$ cat src/rtl/ngt_pkg.sv
package ngt_pkg;

  localparam int CHAR_W         = 21;
  localparam int WIN            = 4;
  localparam int MAX_GRAM_LIMIT = 4;
  localparam int GRAM_CAP       = (MAX_GRAM_LIMIT < WIN) ? MAX_GRAM_LIMIT : WIN;
  localparam int LEN_W          = 3;
  localparam int OFF_W          = 32;
  localparam int START_W        = 32;
  localparam int QDEPTH         = 2;
  localparam int QAW            = $clog2(QDEPTH);
  localparam int IN_TDATA_W     = 24;
  localparam int OUT_TDATA_W    = 120;
  localparam int CFG_AW         = 1;

  localparam logic [CFG_AW-1:0] REG_MIN_GRAM = 1'd0;
  localparam logic [CFG_AW-1:0] REG_MAX_GRAM = 1'd1;

  localparam logic [LEN_W-1:0] MIN_GRAM_RST = 3'd2;
  localparam logic [LEN_W-1:0] MAX_GRAM_RST = 3'd4;

  typedef logic [CHAR_W-1:0] char_t;

  // One queued item: the window after the shift and the plan for its grams.
  typedef struct packed {
    char_t [WIN-1:0]  win;
    logic [LEN_W-1:0] a0;
    logic [LEN_W-1:0] mn;
    logic             eot;
    logic             has;
    logic [OFF_W-1:0] p1;
  } ngt_job_t;

  function automatic char_t fold(input char_t c);
    if (c >= 21'h41 && c <= 21'h5A) begin
      return c + 21'h20;
    end
    return c;
  endfunction

  function automatic logic [LEN_W-1:0] clamp_len(input logic [LEN_W-1:0] v);
    if (v == '0) begin
      return LEN_W'(1);
    end
    if (v > LEN_W'(GRAM_CAP)) begin
      return LEN_W'(GRAM_CAP);
    end
    return v;
  endfunction

endpackage

$ cat src/rtl/ngt_front.sv
module ngt_front (
  input  logic                       clk_i,
  input  logic                       rst_ni,
  input  logic                       in_valid_i,
  output logic                       in_ready_o,
  input  ngt_pkg::char_t             char_i,
  input  logic                       eot_i,
  input  logic                       cfg_valid_i,
  input  logic [ngt_pkg::CFG_AW-1:0] cfg_addr_i,
  input  logic [ngt_pkg::LEN_W-1:0]  cfg_data_i,
  input  logic                       full_i,
  output logic                       push_o,
  output ngt_pkg::ngt_job_t          job_o
);
  import ngt_pkg::*;

  logic [LEN_W-1:0] min_q, max_q;
  char_t [WIN-1:0]  win_q, win_n;
  logic [LEN_W-1:0] fill_q, fill_n;
  logic [OFF_W-1:0] off_q;
  logic [LEN_W-1:0] cmin, cmax, mn, mx;
  logic             accept, full_set;

  assign in_ready_o = ~full_i;
  assign accept     = in_valid_i & ~full_i;

  always_ff @(posedge clk_i or negedge rst_ni) begin
    if (!rst_ni) begin
      min_q <= MIN_GRAM_RST;
      max_q <= MAX_GRAM_RST;
    end else if (cfg_valid_i) begin
      case (cfg_addr_i)
        REG_MIN_GRAM: min_q <= cfg_data_i;
        REG_MAX_GRAM: max_q <= cfg_data_i;
        default: ;
      endcase
    end
  end

  always_comb begin
    cmin = clamp_len(min_q);
    cmax = clamp_len(max_q);
    mn   = (cmin > cmax) ? cmax : cmin;
    mx   = (cmin > cmax) ? cmin : cmax;
    for (int i = 0; i < WIN - 1; i++) begin
      win_n[i] = win_q[i + 1];
    end
    win_n[WIN-1] = fold(char_i);
    fill_n   = (fill_q < LEN_W'(GRAM_CAP)) ? fill_q + LEN_W'(1) : fill_q;
    full_set = (fill_n >= mx);
  end

  always_comb begin
    job_o.win = win_n;
    job_o.a0  = full_set ? mx : fill_n;
    job_o.mn  = mn;
    job_o.eot = eot_i;
    job_o.has = (full_set | eot_i) & (job_o.a0 >= mn);
    job_o.p1  = off_q + OFF_W'(1);
  end

  assign push_o = accept;

  always_ff @(posedge clk_i or negedge rst_ni) begin
    if (!rst_ni) begin
      win_q  <= '0;
      fill_q <= '0;
      off_q  <= '0;
    end else if (accept) begin
      if (eot_i) begin
        win_q  <= '0;
        fill_q <= '0;
        off_q  <= '0;
      end else begin
        win_q  <= win_n;
        fill_q <= fill_n;
        off_q  <= off_q + OFF_W'(1);
      end
    end
  end

endmodule

$ cat src/rtl/ngt_fifo.sv
module ngt_fifo (
  input  logic              clk_i,
  input  logic              rst_ni,
  input  logic              push_i,
  input  ngt_pkg::ngt_job_t data_i,
  input  logic              pop_i,
  output logic              full_o,
  output logic              empty_o,
  output ngt_pkg::ngt_job_t head_o
);
  import ngt_pkg::*;

  ngt_job_t       mem_q [QDEPTH];
  logic [QAW-1:0] wr_q, rd_q;
  logic [QAW:0]   cnt_q;

  assign full_o  = (cnt_q == (QAW + 1)'(QDEPTH));
  assign empty_o = (cnt_q == '0);
  assign head_o  = mem_q[rd_q];

  always_ff @(posedge clk_i) begin
    if (push_i) begin
      mem_q[wr_q] <= data_i;
    end
  end

  always_ff @(posedge clk_i or negedge rst_ni) begin
    if (!rst_ni) begin
      wr_q  <= '0;
      rd_q  <= '0;
      cnt_q <= '0;
    end else begin
      if (push_i) begin
        wr_q <= (wr_q == QAW'(QDEPTH - 1)) ? '0 : wr_q + QAW'(1);
      end
      if (pop_i) begin
        rd_q <= (rd_q == QAW'(QDEPTH - 1)) ? '0 : rd_q + QAW'(1);
      end
      case ({push_i, pop_i})
        2'b10:   cnt_q <= cnt_q + (QAW + 1)'(1);
        2'b01:   cnt_q <= cnt_q - (QAW + 1)'(1);
        default: cnt_q <= cnt_q;
      endcase
    end
  end

endmodule

$ cat src/rtl/ngt_back.sv
module ngt_back (
  input  logic                            clk_i,
  input  logic                            rst_ni,
  input  logic                            empty_i,
  input  ngt_pkg::ngt_job_t               head_i,
  output logic                            pop_o,
  output logic                            m_axis_tvalid,
  input  logic                            m_axis_tready,
  output logic [ngt_pkg::OUT_TDATA_W-1:0] m_axis_tdata,
  output logic                            m_axis_tuser,
  output logic                            m_axis_tlast
);
  import ngt_pkg::*;

  logic                   started_q;
  logic [LEN_W-1:0]       a_q, l_q, cur_a, cur_l;
  logic                   out_valid_q;
  logic [OUT_TDATA_W-1:0] data_q;
  logic                   user_q, last_q;
  logic                   can_load, emit, skip, last;
  char_t [WIN-1:0]        chars;
  logic [LEN_W-1:0]       base, idx;
  logic [OFF_W-1:0]       start;

  assign can_load = ~out_valid_q | m_axis_tready;
  assign cur_a    = started_q ? a_q : head_i.a0;
  assign cur_l    = started_q ? l_q : head_i.mn;
  assign emit     = ~empty_i & head_i.has & can_load;
  assign skip     = ~empty_i & ~head_i.has;
  // The item is done after its longest gram when no shorter trailing set follows.
  assign last     = (cur_l == cur_a) & (~head_i.eot | (cur_a <= head_i.mn));
  assign pop_o    = skip | (emit & last);
  assign start    = head_i.p1 - OFF_W'(cur_a);
  assign base     = LEN_W'(WIN) - cur_a;

  always_comb begin
    idx = '0;
    for (int i = 0; i < WIN; i++) begin
      idx      = base + LEN_W'(i);
      chars[i] = (LEN_W'(i) < cur_l) ? head_i.win[idx[1:0]] : '0;
    end
  end

  always_ff @(posedge clk_i or negedge rst_ni) begin
    if (!rst_ni) begin
      started_q <= 1'b0;
      a_q       <= '0;
      l_q       <= '0;
    end else if (emit) begin
      if (last) begin
        started_q <= 1'b0;
      end else if (cur_l == cur_a) begin
        started_q <= 1'b1;
        a_q       <= cur_a - LEN_W'(1);
        l_q       <= head_i.mn;
      end else begin
        started_q <= 1'b1;
        a_q       <= cur_a;
        l_q       <= cur_l + LEN_W'(1);
      end
    end
  end

  always_ff @(posedge clk_i or negedge rst_ni) begin
    if (!rst_ni) begin
      out_valid_q <= 1'b0;
    end else if (can_load) begin
      out_valid_q <= emit;
    end
  end

  always_ff @(posedge clk_i) begin
    if (emit) begin
      data_q <= {1'b0, START_W'(start), cur_l, chars[3], chars[2], chars[1], chars[0]};
      user_q <= (cur_l == head_i.mn);
      last_q <= last;
    end
  end

  assign m_axis_tvalid = out_valid_q;
  assign m_axis_tdata  = data_q;
  assign m_axis_tuser  = user_q;
  assign m_axis_tlast  = last_q;

`ifndef ASSERT_OFF
  a_started_has_head: assert property (@(posedge clk_i) disable iff (!rst_ni)
    started_q |-> (!empty_i && head_i.has))
    else $error("gram sequencer mid-item with no item at the queue head");

  a_len_in_range: assert property (@(posedge clk_i) disable iff (!rst_ni)
    emit |-> (cur_l >= head_i.mn && cur_l <= cur_a && cur_a <= LEN_W'(GRAM_CAP)))
    else $error("gram length outside the current set");

  a_skip_idle: assert property (@(posedge clk_i) disable iff (!rst_ni)
    skip |-> !started_q)
    else $error("item without grams dropped while sequencer busy");
`endif

endmodule

$ cat src/rtl/char_ngram_tokenizer.sv
// Character n-gram tokenizer.
// Input stream: one code point per transaction in s_axis_tdata, with
// s_axis_tlast on the final character of a text. Output stream: one n-gram
// per transaction, all grams at an offset shortest first; m_axis_tlast marks
// the final gram caused by one input character.
// Configuration: cfg_addr_i 0 is min_gram, 1 is max_gram (3 bits each);
// write only while the block is idle. cfg_ready_o is always high.
// The back end issues one gram per cycle while the receiver accepts them;
// a character yields max_gram - min_gram + 1 grams in steady state and up
// to ten on the last character of a text, and a character that yields none
// is dropped from the queue head. A two-entry queue between the front and
// the gram sequencer lets new characters in while grams are still going out.
// Reset clears the window, the offset counter and all queued work, and sets
// min_gram to 2 and max_gram to 4. When the receiver stalls, the output
// register holds its gram, the queue fills and s_axis_tready drops.
module char_ngram_tokenizer (
  input  logic                            clk_i,
  input  logic                            rst_ni,
  input  logic                            s_axis_tvalid,
  output logic                            s_axis_tready,
  // [20:0] char_code
  input  logic [ngt_pkg::IN_TDATA_W-1:0]  s_axis_tdata,
  input  logic                            s_axis_tlast,
  output logic                            m_axis_tvalid,
  input  logic                            m_axis_tready,
  // [20:0] gram_char_0, [41:21] gram_char_1, [62:42] gram_char_2,
  // [83:63] gram_char_3, [86:84] gram_length, [118:87] start_offset
  output logic [ngt_pkg::OUT_TDATA_W-1:0] m_axis_tdata,
  // [0] position_increment
  output logic                            m_axis_tuser,
  output logic                            m_axis_tlast,
  input  logic                            cfg_valid_i,
  output logic                            cfg_ready_o,
  input  logic [ngt_pkg::CFG_AW-1:0]      cfg_addr_i,
  input  logic [ngt_pkg::LEN_W-1:0]       cfg_data_i
);
  import ngt_pkg::*;

  logic     push, pop, full, empty;
  ngt_job_t job, head;

  assign cfg_ready_o = 1'b1;

  ngt_front u_front (
    .clk_i       (clk_i),
    .rst_ni      (rst_ni),
    .in_valid_i  (s_axis_tvalid),
    .in_ready_o  (s_axis_tready),
    .char_i      (s_axis_tdata[CHAR_W-1:0]),
    .eot_i       (s_axis_tlast),
    .cfg_valid_i (cfg_valid_i),
    .cfg_addr_i  (cfg_addr_i),
    .cfg_data_i  (cfg_data_i),
    .full_i      (full),
    .push_o      (push),
    .job_o       (job)
  );

  ngt_fifo u_fifo (
    .clk_i   (clk_i),
    .rst_ni  (rst_ni),
    .push_i  (push),
    .data_i  (job),
    .pop_i   (pop),
    .full_o  (full),
    .empty_o (empty),
    .head_o  (head)
  );

  ngt_back u_back (
    .clk_i         (clk_i),
    .rst_ni        (rst_ni),
    .empty_i       (empty),
    .head_i        (head),
    .pop_o         (pop),
    .m_axis_tvalid (m_axis_tvalid),
    .m_axis_tready (m_axis_tready),
    .m_axis_tdata  (m_axis_tdata),
    .m_axis_tuser  (m_axis_tuser),
    .m_axis_tlast  (m_axis_tlast)
  );

endmodule
$ cat config.mk
export PLATFORM = sky130hd
export DESIGN_NAME = char_ngram_tokenizer
export DESIGN_NICKNAME = d
export VERILOG_FILES = /design/src/rtl/ngt_pkg.sv /design/src/rtl/ngt_front.sv /design/src/rtl/ngt_fifo.sv /design/src/rtl/ngt_back.sv /design/src/rtl/char_ngram_tokenizer.sv
export SDC_FILE = /design/constraint.sdc
export NUM_CORES = 1
export LEC_CHECK = 0
export BUFFER_PORTS_ARGS = -buffer_cell sky130_fd_sc_hd__clkbuf_2
export CELL_PAD_IN_SITES_DETAIL_PLACEMENT = 1
export CELL_PAD_IN_SITES_GLOBAL_PLACEMENT = 1
export CORE_MARGIN = 4
export CORE_UTILIZATION = 25
export DETAILED_ROUTE_END_ITERATION = 10
export PLACE_DENSITY = 0.56
export SETUP_SLACK_MARGIN = 0.5
export SLEW_MARGIN = 20
export SYNTH_ARGS = -nofsm -noshare
export SYNTH_HDL_FRONTEND = slang
export SYNTH_SLANG_ARGS = --single-unit
$ cat constraint.sdc
create_clock -name clk_i -period 9.7 [get_ports clk_i]
set_input_delay 1.455 -clock clk_i [delete_from_list [all_inputs] [get_ports clk_i]]
set_output_delay 1.455 -clock clk_i [all_outputs]
set_load 0.01 [all_outputs]
==> metrics.md <==
| Metric | Value |
|---|---|
| Share of the synthesized area in the top cell type | 50.3% |
| Share of cells above drive strength 1 | 22.9% |
| Starting Density | 25.3% |
| GRT Total Usage | about an eighth |
| Clock-pin slew on the worst setup and hold paths | 0.06 ns |
| Critical Path RT | 10.03 ns |
| Vias per cell | ~4.5 |
| Top Family by Delay on Critical Path | simple AND/OR/NAND/NOR gates |
| IO buf count | 153 |
| Switch share | 39.4% |
| Clock buffers created by TritonCTS | 54 |
| Worst-Margin Slew | between 1 and 1.5 ns |
| Min Tclk post-route | 4.87 ns |
| Die ar. | 93000 um^2 |
| Async SR Flop Fraction | 23.9% |
| Relative slew margins | 30.8% |
| Gate power share | 44.1% |
| NumNets Final | 1770 |
| Die X | 305 um |
| DR pass1 iterations | 5 |
| Fin cells | around 3000 |
| Row count | about 110 |
| Worst Hold Class | flop to flop |
| Synthesized net count | between 1500 and 2000 |
| Clk Latency, worst-skew pair | 0.61 ns |
| Grt ovf | 0 |
| Psw | between 0.004 and 0.005 W |
| Worst-path fanout max | 54 |
| Number of global-route vias before repair | 14211 |
| Max_cap viols | 0 |
| CTS tree | yes |
| Critical path class | flop to flop |
| Io pins | 159 |
| CP max-delay cell | dfrtp_4 |
| Max incr delay on CP | roughly 1.1 ns |
| Syn Inst Count | 1588 |
| Post-synthesis register bit count | slightly below 500 |
| Dpl ws | 4.79 ns |
| Drt wl/cell | roughly 19 um |
| Final hold vios | 0 |
| DRC viols | 0 |
| Final setup fails | 0 |
| YS warnings | 0 |
| Worst vdd ir | 0.268 mV |
| Register area share after synthesis | 63.5% |
| Detail Route Antenna Nets | 0 |
| Inst Count DP | 2812 |
| Leakage | 9.56 nW |
| Worst path bufs/invs | 2 |
| Post-CTS sizing | 0 |
| Worst setup margin | 4.83 ns |
| Seq pwr share | 36.1% |
| Cell accounting for the most synthesized area | edfxtp_1 |
| Wire length of the first global-routing pass | 85100 um |
| Fmax | 205 MHz |
| DRT iter0 DRCs | 694 |
| Hold bufs inserted after CTS | 0 |
| Clock Power Share | 19.8% |
| Internal power | 0.00620 W |
| DRT Wirelength | 55400 um |
| CTS Root Cell | clkbuf_16 |
| TNS Setup | 0 ns |
| Unrepaired setup endpoints after global routing | no |
| Layout area overhead | 17.2% |
| Main synth FF type | edfxtp_1 |
| Area contributors post-synth | edfxtp_1, dfrtp_1, mux4_2 |
| # H-tree levels | 2 |
| # clock sinks | slightly below 500 |
| Tcrit/Tclk final | 50.2% |
| Worst-path cell chain | mux2_2 > mux2i_4 > buf_4 > inv_1 > ha_1 > fa_1 > nand2b_1 > o2111ai_2 > or4_1 > nor3_1 > nand3_1 > xor2_1 |
| Detailed Place HPWL | ~36000 um |
| Largest net degree at the start of global routing | 92 |
| Area of the mapped netlist | 22000 um^2 |
| Via count | about 13000 |
| Initial antenna violation count | 1 |
| Core Area | around 87000 um^2 |
| Gpl congestion | 0.756 |
| Clk buf depth | 3 |
| Slew Viols, Final | 0 |
| DIE HEIGHT | roughly 300 um |
| Outcome | finished, final reports clean |
| PwrDens | 396 nW/um^2 |
| Number of synthesized flops with an enable pin | 369 |
| Distinct cell type count after synthesis | 61 |
| CP Launch Type | flop |
| CP Capture Type | flop |
| # Post-CTS Setup Buffers | 0 |
| Final Skew | about 0.019 ns |
| Syn Area/Cell | about 14 um^2 |
| Crit path DAT | ~5.2 ns |
## power by group through the flow
stage	clock network, W	logic [W]	registers (W)
2_1_floorplan	0	0.00301	0.00380
3_5_place_dp	0	0.00462	0.00375
6_report	0.00202	0.00451	0.00369
4_1_cts	0.00210	0.00465	0.00371
3_3_place_gp	0	0.00451	0.00371
5_1_grt	0.00218	0.00499	0.00378
## layer usage
metal / GRT usage, % / share of wire [%] / vias up
met5: 0 / 0 / -
met4: 4.03 / 3.1 / 0
met3: 2.19 / 4.0 / 83
met2: 20.2 / 50 / 212
met1: 14.6 / 43 / 6826
li1: - / - / 6139
## cell families after synthesis
family                   synth area share [%]
AO/OA/AOI/OAI                            5.94
XOR/XNOR                                 3.13
adder cells (fa/ha/maj)                  1.34
buffers and inverters                    2.45
flip-flops                               63.5
multiplexers                             13.9
other                                  0.0341
AND/OR/NAND/NOR                          9.78
## stage by stage
stage                     utilization [%]  hold WS (ns)  total power [W]  cell area [um^2]
after global placement               27.6         0.448          0.00822             24100
after detailed placement             27.6         0.457          0.00837             24100
after CTS                            29.6         0.462           0.0105             25800
after floorplan                         -         0.442          0.00681             22000
after global routing                 29.6         0.485           0.0109             25800
final                                29.6         0.470           0.0102             25800
## cell type report
type	instances	area (um^2)
antenna	2	5.00
clock buffer	69	1490
clock inverter	33	274
fill	9305	61300
inverter	26	97.6
multi-input combinational	973	7620
sequential	485	14000
tap	1155	1450
timing repair buffer	173	925
## worst register-to-register path, cell delays in order (launching register included)
cell and delay, ns:
dfrtp_4 1.09, mux2_2 0.36, mux2i_4 0.07, buf_4 0.31, inv_1 0.20, ha_1 0.20, fa_1 0.21, nand2b_1 0.20
o2111ai_2 0.26, or4_1 0.73, nor3_1 0.58, nand3_1 0.17, xor2_1 0.22
## final timing paths
kind                                   start                        to  slack [ns]  cells past startpoint
max                              u_fifo.rd_q  u_back.m_axis_tdata[113]        4.83                     12
min                        u_front.job_o[45]       u_fifo.mem_q[1][45]        0.47                      0
max reg2reg                      u_fifo.rd_q  u_back.m_axis_tdata[113]        4.83                     12
min reg2reg                u_front.job_o[45]       u_fifo.mem_q[1][45]        0.47                      0
max in group asynchronous             rst_ni         u_front.job_o[94]        7.48                      2
min in group asynchronous             rst_ni          u_front.max_q[0]        0.80                      1
## Yosys cell counts, drive strengths merged (3+ instances only)
master	count
a21o	5
a21oi	62
a22o	7
a31oi	12
and2	10
and3	7
and4	5
buf	32
clkbuf	72
dfrtp	114
edfxtp	369
ha	22
inv	26
mux2	26
mux2i	84
mux4	84
nand2	177
nand2b	70
nand3	24
nand4	7
nor2	85
nor2b	11
nor3	25
nor3b	12
nor4	4
o21ai	109
o22ai	3
o31ai	21
or4	3
xnor2	47
xor2	31
## cells in the final DEF (no fill, tap or decap), types with 61 or more instances in the layout
master	n
o21ai_0	108
nor2_1	82
clkbuf_2	151
mux2i_1	80
a21oi_1	61
nand2_1	176
edfxtp_1	369
nand2b_1	70
dfrtp_1	113
mux4_2	84
## state kept, by name (all words and copies together), names as in the netlist
| name | flops |
|---|---|
| u_back.m_axis_tdata | 119 |
| u_fifo.wr_q | 1 |
| u_back.m_axis_tvalid | 1 |
| u_front.max_q | 3 |
| u_front.off_q | 32 |
| u_back.l_q | 3 |
| u_front.min_q | 3 |
| u_back.a_q | 3 |
| u_back.started_q | 1 |
| u_back.m_axis_tuser | 1 |
| u_front.fill_q | 3 |
| u_fifo.mem_q | 248 |
| u_back.m_axis_tlast | 1 |
| u_fifo.rd_q | 1 |
| u_front.job_o | 63 |
| u_fifo.cnt_q | 2 |
Power figures use the tool's default switching activity.
